## src/rtl/mpgws_pkg.sv

```systemverilog
// Shared types and constants for the multi-panel graphic LCD write sequencer.
// No dependencies; every other file in rtl/ imports this package.
`timescale 1ns / 1ps
`default_nettype none

package mpgws_pkg;

	// Most transfers one request can cause, and the width of a count of them.
	localparam int XFER_MAX = 3;
	localparam int CNT_W    = 2;

	typedef enum logic [1:0] {
		ACT_DATA   = 2'd0,
		ACT_MONO   = 2'd1,
		ACT_CMD    = 2'd2,
		ACT_CURSOR = 2'd3
	} action_t;

	// Panel controller command bases and the nibble mask.
	localparam logic [7:0] CMD_COL_LO = 8'h00;
	localparam logic [7:0] CMD_COL_HI = 8'h10;
	localparam logic [7:0] CMD_PAGE   = 8'h60;
	localparam logic [7:0] NIB_MASK   = 8'h0f;

	// Select pattern with every panel selected (commands are broadcast).
	localparam logic [7:0] SEL_ALL = 8'h00;

	typedef struct packed {
		action_t     action;
		logic [7:0]  data_byte;
		logic        nibble_high;
		logic [7:0]  cursor_x;
		logic [7:0]  cursor_y;
	} req_t;

	typedef struct packed {
		logic [7:0]  select_n;
		logic        is_data;
		logic [7:0]  out_byte;
		logic        last;
	} rsp_t;

	// One byte transfer before the last flag is attached.
	typedef struct packed {
		logic [7:0]  select_n;
		logic        is_data;
		logic [7:0]  out_byte;
	} xfer_t;

	typedef struct packed {
		logic [15:0] pos_x;
		logic [7:0]  pos_y;
	} cursor_t;

endpackage

`default_nettype wire

```

## src/rtl/mpgws_decode.sv

```systemverilog
// Turns one request and the current cursor into its byte transfers and the next cursor.
// Purely combinational; depends on mpgws_pkg.
`timescale 1ns / 1ps
`default_nettype none

module mpgws_decode import mpgws_pkg::*; #(
	parameter int PANEL_WIDTH  = 128,
	parameter int PANEL_HEIGHT = 64,
	parameter int REM_W        = $clog2(PANEL_WIDTH)
) (
	input  req_t                       item,
	input  cursor_t                    cur,
	input  logic [REM_W-1:0]           cur_rem,
	output xfer_t [XFER_MAX-1:0]       xfers,
	output logic [CNT_W-1:0]           cnt,
	output cursor_t                    nxt,
	output logic [REM_W-1:0]           nxt_rem
);

	localparam int KX_MAX = 255 / PANEL_WIDTH;
	localparam int PAGES  = (2 * PANEL_HEIGHT) / 8;
	localparam int KP_MAX = 63 / PAGES;

	logic [2:0]       row;
	logic             col;
	logic [2:0]       cs;
	logic [7:0]       dbyte;
	logic [3:0]       nib;
	logic [15:0]      x_inc;
	logic [REM_W:0]   rem_inc;
	logic             edge_hit;
	logic [7:0]       x_base;
	logic [7:0]       c;
	logic [5:0]       pg_src;
	logic [5:0]       pg_base;
	logic [5:0]       pg;

	always_comb begin
		// panel row from y, column from x
		if (16'(cur.pos_y) >= 16'(3 * PANEL_HEIGHT)) begin
			row = 3'd3;
		end else if (16'(cur.pos_y) >= 16'(2 * PANEL_HEIGHT)) begin
			row = 3'd2;
		end else if (16'(cur.pos_y) >= 16'(PANEL_HEIGHT)) begin
			row = 3'd1;
		end else begin
			row = 3'd0;
		end
		col = (cur.pos_x >= 16'(PANEL_WIDTH));
		cs  = 3'((row << 1) | {2'd0, col});

		nib = item.nibble_high ? item.data_byte[7:4] : item.data_byte[3:0];
		for (int i = 0; i < 4; i++) begin
			dbyte[2*i]   = nib[i];
			dbyte[2*i+1] = nib[i];
		end
		if (item.action == ACT_DATA) begin
			dbyte = item.data_byte;
		end

		x_inc    = cur.pos_x + 16'd1;
		rem_inc  = {1'b0, cur_rem} + (REM_W+1)'(1);
		edge_hit = (x_inc == 16'd0) || (rem_inc == (REM_W+1)'(PANEL_WIDTH));

		// cursor_x mod panel width: pick the largest multiple not above it
		x_base = 8'd0;
		for (int k = 1; k <= KX_MAX; k++) begin
			if (16'(item.cursor_x) >= 16'(k * PANEL_WIDTH)) begin
				x_base = 8'(k * PANEL_WIDTH);
			end
		end
		c = item.cursor_x - x_base;

		// page from y, wrapped to the two panel rows the controller addresses
		pg_src  = item.cursor_y[7:2];
		pg_base = 6'd0;
		for (int k = 1; k <= KP_MAX; k++) begin
			if (16'(pg_src) >= 16'(k * PAGES)) begin
				pg_base = 6'(k * PAGES);
			end
		end
		pg = pg_src - pg_base;

		xfers   = '0;
		cnt     = CNT_W'(1);
		nxt     = cur;
		nxt_rem = cur_rem;

		unique case (item.action)
			ACT_DATA, ACT_MONO: begin
				xfers[0] = '{select_n: ~(8'd1 << cs), is_data: 1'b1, out_byte: dbyte};
				xfers[1] = '{select_n: SEL_ALL, is_data: 1'b0, out_byte: CMD_COL_LO};
				xfers[2] = '{select_n: SEL_ALL, is_data: 1'b0, out_byte: CMD_COL_HI};
				cnt       = edge_hit ? CNT_W'(3) : CNT_W'(1);
				nxt.pos_x = x_inc;
				nxt_rem   = edge_hit ? '0 : rem_inc[REM_W-1:0];
			end
			ACT_CMD: begin
				xfers[0] = '{select_n: SEL_ALL, is_data: 1'b0, out_byte: item.data_byte};
			end
			ACT_CURSOR: begin
				xfers[0] = '{select_n: SEL_ALL, is_data: 1'b0,
					out_byte: CMD_COL_LO | (c & NIB_MASK)};
				xfers[1] = '{select_n: SEL_ALL, is_data: 1'b0,
					out_byte: CMD_COL_HI | ((c >> 4) & NIB_MASK)};
				xfers[2] = '{select_n: SEL_ALL, is_data: 1'b0,
					out_byte: CMD_PAGE | {4'd0, pg[3:0]}};
				cnt       = CNT_W'(3);
				nxt.pos_x = {8'd0, item.cursor_x};
				nxt.pos_y = item.cursor_y;
				nxt_rem   = c[REM_W-1:0];
			end
			default: begin
				cnt = CNT_W'(1);
			end
		endcase
	end

endmodule

`default_nettype wire

```

## src/rtl/multi_panel_glcd_write_sequencer.sv

```systemverilog
// Top level of the multi-panel graphic LCD write sequencer.
// Depends on mpgws_pkg and mpgws_decode.
//
// Drives an array of up to eight graphic LCD panels, two wide and four high,
// from a stream of requests. Each request is a data byte, a mono nibble that
// is widened to two bits per pixel, a broadcast command, or a cursor set.
// Every request becomes one to three byte transfers on the xfer channel,
// each with active-low panel selects, a data/command flag and a last flag on
// its final transfer. Data bytes go to the panel under the cursor and advance
// x; landing on a panel edge adds a broadcast column reset (two commands).
// A cursor set loads x and y and broadcasts column and page commands.
// Timing: a request waits in the input register, then its transfers leave
// the result buffer one per cycle while xfer_ready is high. A new request is
// taken while the previous one still drains. There is no configuration.
`timescale 1ns / 1ps
`default_nettype none

module multi_panel_glcd_write_sequencer import mpgws_pkg::*; #(
	parameter int PANEL_WIDTH  = 128,
	parameter int PANEL_HEIGHT = 64
) (
	input  logic  clk,
	input  logic  arst_n,
	input  logic  req_valid,
	output logic  req_ready,
	input  req_t  req,
	output logic  xfer_valid,
	input  logic  xfer_ready,
	output rsp_t  xfer
);

	localparam int REM_W = $clog2(PANEL_WIDTH);

	// Input register: holds one request until the result buffer takes it.
	req_t                 req_s1;
	logic                 valid_s1;

	// Result buffer: all transfers of one request, drained by index.
	xfer_t [XFER_MAX-1:0] xfers_s2;
	logic [CNT_W-1:0]     cnt_s2;
	logic [CNT_W-1:0]     idx_s2;
	logic                 valid_s2;

	// Cursor, plus x modulo the panel width kept alongside it.
	cursor_t              pos_q;
	logic [REM_W-1:0]     rem_q;

	xfer_t [XFER_MAX-1:0] dec_xfers;
	logic [CNT_W-1:0]     dec_cnt;
	cursor_t              dec_pos;
	logic [REM_W-1:0]     dec_rem;

	logic                 s2_last;
	logic                 s2_free;
	logic                 move;
	xfer_t                cur_xfer;

	mpgws_decode #(
		.PANEL_WIDTH  (PANEL_WIDTH),
		.PANEL_HEIGHT (PANEL_HEIGHT),
		.REM_W        (REM_W)
	) u_decode (
		.item    (req_s1),
		.cur     (pos_q),
		.cur_rem (rem_q),
		.xfers   (dec_xfers),
		.cnt     (dec_cnt),
		.nxt     (dec_pos),
		.nxt_rem (dec_rem)
	);

	// The buffer frees up in the cycle its final transfer is taken, so the next
	// request moves in without a bubble.
	assign s2_last   = valid_s2 && (idx_s2 == cnt_s2 - CNT_W'(1));
	assign s2_free   = !valid_s2 || (xfer_ready && s2_last);
	assign move      = valid_s1 && s2_free;
	assign req_ready = !valid_s1 || move;

	always_ff @(posedge clk or negedge arst_n) begin
		if (!arst_n) begin
			valid_s1 <= 1'b0;
		end else if (req_ready) begin
			valid_s1 <= req_valid;
		end
	end

	// Capture the payload only on acceptance; no reset needed.
	always_ff @(posedge clk) begin
		if (req_ready && req_valid) begin
			req_s1 <= req;
		end
	end

	// Advance the cursor as the request hands its transfers to the buffer, so the
	// next request decodes against the updated position.
	always_ff @(posedge clk or negedge arst_n) begin
		if (!arst_n) begin
			valid_s2 <= 1'b0;
			idx_s2   <= '0;
			cnt_s2   <= CNT_W'(1);
			pos_q    <= '0;
			rem_q    <= '0;
		end else if (move) begin
			valid_s2 <= 1'b1;
			idx_s2   <= '0;
			cnt_s2   <= dec_cnt;
			pos_q    <= dec_pos;
			rem_q    <= dec_rem;
		end else if (valid_s2 && xfer_ready) begin
			if (s2_last) begin
				valid_s2 <= 1'b0;
			end else begin
				idx_s2 <= idx_s2 + CNT_W'(1);
			end
		end
	end

	always_ff @(posedge clk) begin
		if (move) begin
			xfers_s2 <= dec_xfers;
		end
	end

	// Pick the transfer under the drain index.
	always_comb begin
		case (idx_s2)
			2'd0:    cur_xfer = xfers_s2[0];
			2'd1:    cur_xfer = xfers_s2[1];
			2'd2:    cur_xfer = xfers_s2[2];
			default: cur_xfer = xfers_s2[0];
		endcase
	end

	assign xfer_valid    = valid_s2;
	assign xfer.select_n = cur_xfer.select_n;
	assign xfer.is_data  = cur_xfer.is_data;
	assign xfer.out_byte = cur_xfer.out_byte;
	assign xfer.last     = s2_last;

endmodule

`default_nettype wire

```

## config.mk

```make
export PLATFORM = sky130hd
export DESIGN_NAME = multi_panel_glcd_write_sequencer
export DESIGN_NICKNAME = d
export VERILOG_FILES = /design/src/rtl/mpgws_pkg.sv /design/src/rtl/mpgws_decode.sv /design/src/rtl/multi_panel_glcd_write_sequencer.sv
export SDC_FILE = /design/constraint.sdc
export NUM_CORES = 1
export LEC_CHECK = 0
export BUFFER_PORTS_ARGS = -buffer_cell sky130_fd_sc_hd__buf_4
export CORE_ASPECT_RATIO = 1.1
export CORE_MARGIN = 4
export CORE_UTILIZATION = 57
export CTS_CLUSTER_DIAMETER = 30
export DETAILED_ROUTE_END_ITERATION = 16
export PLACE_DENSITY = 0.79
export SLEW_MARGIN = 20
export SYNTH_ARGS = -nofsm -noshare
export SYNTH_HDL_FRONTEND = slang
export SYNTH_SLANG_ARGS = --single-unit
```

## constraint.sdc

```tcl
create_clock -name clk -period 3.56 [get_ports clk]
set_input_delay 0.178 -clock clk [delete_from_list [all_inputs] [get_ports clk]]
set_output_delay 0.178 -clock clk [all_outputs]
set_load 0.02 [all_outputs]
```

==> results of run 1 <==
==> layer usage <==
| metal | vias up | GRT usage (%) |
|---|---|---|
| li1 | 1535 | - |
| met1 | 1517 | 27.9 |
| met2 | 101 | 39.6 |
| met3 | 9 | 3.17 |
| met4 | 0 | 6.68 |
| met5 | - | 0 |
==> cells by family (layout without fill, tap and decap cells) <==
group / count (synthesis) / in the layout
AOI/OAI and AO/OA: 105 / 105
xor gates and xnor gates: 2 / 2
adders and majority gates: 6 / 6
buffers and inverters: 37 / 114
DFF: 82 / 82
muxes: 7 / 7
other: 1 / 1
and+or+nand+nor: 134 / 134
==> report_power, final <==
part	switching [W]	total (W)	internal (W)
Clock	0.000365	0.000630	0.000266
Sequential	0.000260	0.00165	0.00139
Combinational	0.000905	0.00151	0.000609
Total	0.00153	0.00380	0.00227
==> sequential cells by signal, indices dropped and copies added, names as in the netlist <==
signal      flops
cnt_s2          1
rem_q           7
pos_q          18
valid_s1        1
xfers_s2       27
idx_s2          2
xfer_valid      1
req_s1         25
==> repair_timing <==
action                    in CTS  in global routing
hold endpoints to repair      54                  1
hold buffers                  25                  1
resized for setup              0                  0
setup buffers                  0                  0
==> per-stage QoR <==
step | hold WS [ns] | setup slack, ns | instances
floorplan | -0.118 | 0.906 | 374
global placement | 0.135 | 0.766 | 491
detailed placement | 0.142 | 0.710 | 491
CTS | 0.00395 | 0.673 | 532
global route | 0.0329 | 0.509 | 533
finish | 0.0304 | 0.652 | 533
==> synth_stat cells, types with 3 or more instances <==
cell type | instances | area share (%)
o21ai_1 | 3 | 0.37
a22o_1 | 4 | 0.87
inv_1 | 15 | 1.4
o22ai_1 | 5 | 0.78
o41ai_1 | 3 | 0.65
clkinv_1 | 3 | 0.28
a21oi_1 | 20 | 2.5
nand2b_1 | 7 | 1.1
and2_1 | 11 | 1.7
nand3_1 | 13 | 1.6
o31ai_1 | 5 | 0.93
o21ai_0 | 31 | 3.9
o31a_1 | 3 | 0.65
ha_1 | 6 | 1.9
or4_1 | 3 | 0.56
mux2i_1 | 3 | 0.75
clkbuf_1 | 12 | 1.1
and3_1 | 9 | 1.4
a22oi_1 | 5 | 0.93
mux2_2 | 4 | 1.1
nand2_1 | 50 | 4.7
nand4_1 | 7 | 1.1
nor2_1 | 11 | 1.0
nor4_1 | 3 | 0.47
edfxtp_1 | 52 | 39
a31oi_1 | 5 | 0.78
dfrtp_1 | 30 | 19
o211ai_1 | 5 | 0.93
clkbuf_2 | 3 | 0.37
nor3_1 | 6 | 0.75
==> cell type report <==
| type | instances | area, um2 |
|---|---|---|
| tap | 82 | 103 |
| clock inverter | 7 | 58.8 |
| clock buffer | 9 | 124 |
| sequential | 82 | 2310 |
| timing repair buffer | 80 | 666 |
| inverter | 18 | 67.6 |
| fill | 461 | 1820 |
| multi-input combinational | 255 | 1560 |
==> worst paths after layout <==
check / to / slack (ns) / depth (start not counted)
worst min-delay path: valid_s1 / 0.03 / 2
worst max register to register: rem_q[1] / 0.65 / 9
worst min register to register: pos_q[6] / 0.49 / 1
min in group asynchronous: pos_q[17] / 0.29 / 2
max in group asynchronous: rem_q[5] / 2.97 / 2
worst max-delay path: rem_q[1] / 0.65 / 9
==> worst register-to-register path, stage by stage, from the launching register on <==
cell	delay (ns)
dfrtp_1	0.51
ha_1	0.37
nand4_4	0.19
or3_4	0.45
o31a_1	0.29
a32o_1	0.24
o41ai_2	0.20
buf_4	0.23
o21ai_2	0.07
mux2_2	0.26
==> impl_summary.txt, run 1 <==
----------------------------------------------------
[Critical path]
  Family with the most delay on the worst path ... compound AO/OA/AOI/OAI gates
  Data arrival time at the worst-slack endpoint ... 3.15 ns
  Startpoint of the most critical register-to-register path ... pos_q[8]
  Type of element launching the critical path ... register
  Crit. Startpoint ... pos_q[8]
  Max incr delay on CP ... 0.51 ns
  Max Fanout on Critical Path ... 11
  Setup CP Type ... reg -> reg
  Critical Path End Type ... register
  Slowest library cell on the worst path ... dfrtp_1
  Worst Path Buf+Inv ... 1
  Critical path data required time ... 3.80 ns
  Cell-by-cell trace of the critical path ... ha_1 > nand4_4 > or3_4 > o31a_1 > a32o_1 > o41ai_2 > buf_4 > o21ai_2 > mux2_2

[Synthesis]
  Avg Synthesized Cell Area ... 10.8 um2
  Register area share after synthesis ... 57.4%
  Syn Nets ... 411
  Fraction of synthesized area in multiplexers ... 1.86%
  Post-Synthesis Cells ... 374
  Number of distinct library cell variants in the gate-level netlist after synthesis ... 58
  Number of enable flip-flop cells after synthesis ... 52
  Simple-gate share of the synthesized area ... 17.6%
  Synthesized-area fraction occupied by adder cells ... 1.86%
  Warnings, synthesis ... 0
  Primary flip-flop cell chosen by synthesis mapping ... edfxtp_1
  Number of register bits inferred by synthesis ... 82
  Total standard cell area after synthesis ... 0.00403 mm2
  Share of synthesized flip-flops with an asynchronous set or reset ... 36.6%
  Fraction of the mapped netlist area in compound gates ... 16.9%
  XOR/XNOR Fraction of Synth Area ... 0.435%
  Largest family of logic cells by synthesized area ... simple AND/OR/NAND/NOR gates

[Finish]
  Leading cell type in the layout, fill and taps excluded ... buf_4
  Final Instance Area ... 0.00489 mm2
  Number of antenna cells inserted ... 0
  Most frequent cells in the layout ... buf_4 (54), edfxtp_1 (52), nand2_1 (50), o21ai_0 (31), dfrtp_1 (30)
  Area added between synthesis and finish ... 21.5%
  Post-route core utilization ... 72.9%
  Net count, final ... 483
  Fraction of layout cells with a size suffix above 1 ... 18.4%

[Clock network]
  Clk Tree Root Cell ... clkbuf_8
  CTS H-tree lvls ... 3
  Number of sinks on the clock net ... 82
  CTS clock-pin slew for the worst setup and hold paths ... 0.09 ns
  Maximum buffer depth of the clock tree ... 2
  Clock Latency Late Sink ... 0.35 ns
  Total clock buffers created by CTS ... 9
  Clock tree from TritonCTS ... built

[Route]
  Total vias in the final route ... 3,162
  Count of unresolved DRC violations after routing ... 0
  Detailed Route WL ... 9000 um
  Top sig layer ... met4
  Met3 routed WL ... 490 um
  Detailed route wirelength on metal2 ... 4760 um
  Routed via count divided by cell count ... 5.93
  Routed len/inst ... 16.9 um
  Met1 layer wirelength in the final routing ... 3670 um
  1st-pass router iterations ... 5
  Post-route antenna net violation count ... 0
  Drt initial violations ... 212

[GRT]
  Total GRT Usage ... 22.2%
  Number of antenna violations at the first check in global routing ... 0
  Pin count of the biggest net entering global routing ... 31
  Final global-route overflow total ... 0
  Global-route wire length before repair ... 14,300 um
  Number of global-route vias before repair ... 2,971

[Flow run]
  Reported max-cap violation count ... 0

[Floorplanning]
  Die area ... 0.00847 mm2
  Die outline height ... 96.2 um
  Starting Density ... 60.0%
  Number of rows created at floorplan ... 31
  Die X-Extent ... 88.1 um
  Number of primary I/O pins ... 51
  Core region area ... 0.00671 mm2

[Placed design]
  Sum of net half-perimeters after detailed placement ... 5810 um
  Total cell area at the placement stage ... 0.00445 mm2
  Total of buffers placed on input and output ports ... 48
  Weighted congestion reported at the end of routability-driven placement ... 0.869

[STA]
  Final hold vios ... 0
  Setup total negative slack ... 0 ns
  Number of pins with negative max-slew slack in the final report ... 0
  Number of failing setup endpoints in the final timing report ... 0
  Fin crit period ... 2.91 ns
  Final period util ... 81.7%
  Final setup skew ... 0.0100 ns
  FMAX ... 344 MHz
  Relative slew margins ... 44.8%
  Slew of the pin with the lowest slew margin ... 0.821 ns
  Setup repair after global routing missed its margin ... no

[Min path]
  Path class of the lowest-slack min-delay path ... in -> reg
  Launch point of the worst hold path ... req_valid

[Power]
  Standby leakage power ... 1.95 nW
  Largest voltage drop on the vdd net ... 0.602 mV
  Power per cell area ... 776 mW/mm2
  Tot Pwr ... 0.00380 W

[Status]
  Outcome ... complete, no violations

----------------------------------------------------
No activity file was read; power rests on OpenSTA's default activity.
==> inputs of run 2 (changes only) <==
Settings changed: CORE_UTILIZATION 57 to 52, PLACE_DENSITY 0.79 to 0.76.
Clock period 3.56 ns to 2.3 ns, I/O delays scaled along.
==> impl_summary.txt, run 2 (synthesis results as in run 1) <==
----------------------------------------------------
[Finish]
  Number of antenna cells inserted ... 0 (unchanged)
  Final Instance Area ... 0.00528 mm2 (+8.0%)
  Area added between synthesis and finish ... 31.2%
  Biggest registers after layout ... xfers_s2: 27 flops, req_s1: 25 flops, pos_q: 18 flops
  Number of standard cells in the layout, taps in and fillers out ... 591 (+11%)
  Flip-flop and latch area ... 0.00231 mm2 (+0.11%)
  Largest register FFs ... 27 (unchanged)
  Net count, final ... 518 (+7.2%)
  Total area of multi-input combinational cells ... 0.00164 mm2 (+4.7%)
  Post-route core utilization ... 70.3% (-2.6 points)
  Fraction of layout cells with a size suffix above 1 ... 27.8% (+9.4 points)
  Most frequent cells in the layout ... buf_4 (86), edfxtp_1 (52), nand2_1 (48), o21ai_0 (28), dfrtp_1 (28)
  Most flops, register ... xfers_s2
  Leading cell type in the layout, fill and taps excluded ... buf_4
  Total of fill cells in the finished design ... 540 (+17%)

[Critical path]
  Data arrival time at the worst-slack endpoint ... 2.66 ns (-0.49 ns)
  Type of element launching the critical path ... register
  Critical Path End Type ... register
  Crit. Startpoint ... pos_q[9]
  Critical path data required time ... 2.55 ns (-1.25 ns)
  Setup CP Type ... reg -> reg
  Setup slack on the worst flop-to-flop path ... -0.11 ns (-0.76 ns)
  Startpoint of the most critical register-to-register path ... pos_q[9]
  Max Fanout on Critical Path ... 6 (-5)

[STA]
  FMAX ... 415 MHz (+21%)
  Final hold vios ... 0 (unchanged)
  Fin Hold WS ... 0.0586 ns (+0.0281 ns)
  Fin crit period ... 2.41 ns (-0.499 ns)
  Setup repair after global routing missed its margin ... yes
  Final period util ... 105% (+23 points)
  Final WS setup ... -0.108 ns (-0.761 ns)
  Number of pins with negative max-slew slack in the final report ... 0 (unchanged)
  Number of failing setup endpoints in the final timing report ... 7 (+7)
  Final setup skew ... 0.0104 ns (+0.000399 ns)

[GRT]
  Global-route wire length before repair ... 15,700 um (+10%)
  GR met1 Demand/Resource ... 26.0% (-1.9 points)
  Number of antenna violations at the first check in global routing ... 0 (unchanged)
  Number of global-route vias before repair ... 3,315 (+12%)
  Most crowded layer after global routing ... met2
  Met3 usage ... 3.97% (+0.81 points)
  Total GRT Usage ... 21.8% (-0.36 points)
  Met2 GRT Util ... 39.0% (-0.58 points)
  Pin count of the biggest net entering global routing ... 31 (unchanged)
  Final global-route overflow total ... 0 (unchanged)

[Floorplanning]
  Number of primary I/O pins ... 51 (unchanged)
  Number of rows created at floorplan ... 33 (+6.5%)
  Core region area ... 0.00751 mm2 (+12%)
  Die X-Extent ... 91.9 um (+4.3%)
  Die outline height ... 100 um (+4.3%)
  Die area ... 0.00922 mm2 (+8.8%)
  Starting Density ... 53.6% (-6.4 points)

[Clock network]
  Clock Latency Late Sink ... 0.36 ns (about the same)
  Clock tree from TritonCTS ... built
  CTS clock-pin slew for the worst setup and hold paths ... 0.09 ns (about the same)
  Total clock buffers created by CTS ... 9 (unchanged)
  Clk Tree Root Cell ... clkbuf_8
  Number of sinks on the clock net ... 82 (unchanged)
  CTS H-tree lvls ... 3 (unchanged)
  Maximum buffer depth of the clock tree ... 2 (unchanged)

[Placed design]
  Total of buffers placed on input and output ports ... 48 (unchanged)
  Worst setup timing slack at the placement stage ... -0.109 ns (-0.819 ns)
  Placed instance count ... 544 (+11%)
  Total cell area at the placement stage ... 0.00474 mm2 (+6.6%)
  Weighted congestion reported at the end of routability-driven placement ... 0.894 (+2.9%)
  Sum of net half-perimeters after detailed placement ... 6390 um (+9.9%)

[Power]
  Standby leakage power ... 2.13 nW (+9.2%)
  Power per cell area ... 1190 mW/mm2 (+54%)
  Largest voltage drop on the vdd net ... 0.537 mV (-11%)

[Route]
  Routed via count divided by cell count ... 5.65 (-4.8%)
  Post-route antenna net violation count ... 0 (unchanged)
  Detailed Route WL ... 9550 um (+6.0%)
  Routed len/inst ... 16.2 um (-4.4%)
  Drt initial violations ... 220 (+3.8%)
  1st-pass router iterations ... 5 (unchanged)
  Count of unresolved DRC violations after routing ... 0 (unchanged)
  Total vias in the final route ... 3,339 (+5.6%)

[Status]
  Outcome ... finished, violations left
  Violations in the final reports ... setup timing

[Min path]
  Launch point of the worst hold path ... xfer_ready
  Path class of the lowest-slack min-delay path ... in -> reg

[Flow run]
  Reported max-cap violation count ... 0 (unchanged)

----------------------------------------------------
## run 2: worst paths after layout
check	cells after the start	end
max reg2reg	10	rem_q[1]
min in group asynchronous	2	rem_q[1]
min	3	idx_s2[0]
min reg2reg	1	pos_q[7]
max	10	rem_q[1]
max in group asynchronous	2	pos_q[8]
## run 2: area by class of cell
cell class | instances | share of cell area [%]
well taps | 105 | 2.49
flip-flops and latches | 82 | 43.8
clock inverters | 7 | 1.26
clock buffers | 9 | 2.34
inverters | 18 | 1.35
repair buffers | 115 | 17.8
multi-input cells | 255 | 30.9
## run 2: where the power goes
part           internal [W]  leakage, nW  switching, W  total, W
sequential          0.00216        0.855      0.000288   0.00244
combinational       0.00120         1.18       0.00163   0.00284
clock              0.000422       0.0922      0.000596   0.00102
total               0.00378         2.13       0.00252   0.00630
## run 2: worst max-delay path: stages, from the launching register on
cell and delay, ns:
dfrtp_2 0.43, ha_4 0.17, buf_4 0.15, and4_4 0.20, a21oi_1 0.19, a31oi_2 0.07
a2bb2oi_2 0.16, o41ai_2 0.38, buf_4 0.22, o21ai_2 0.05, mux2_4 0.26
## run 2: metal layers
metal | share of wire (%) | routed length (um)
met3 | 5.1 | 490
met2 | 53 | 5100
met5 | 0 | 0
met1 | 40 | 3800
met4 | 1.6 | 153
## run 2: metrics by stage
step,TNS [ns],total power (W)
after CTS,-0.195,0.00624
after global placement,-0.166,0.00507
after floorplan,-0.437,0.00410
after detailed placement,-0.456,0.00516
final,-0.440,0.00630
after global routing,-1.03,0.00671
## run 2: timing repair
action	in CTS	in global routing
resized for setup	4	11
buffers inserted	1	2
pin swaps	4	6
setup endpoints to repair	6	13
endpoints found under the hold margin	56	0
hold buffers	27	0
gates cloned	1	0
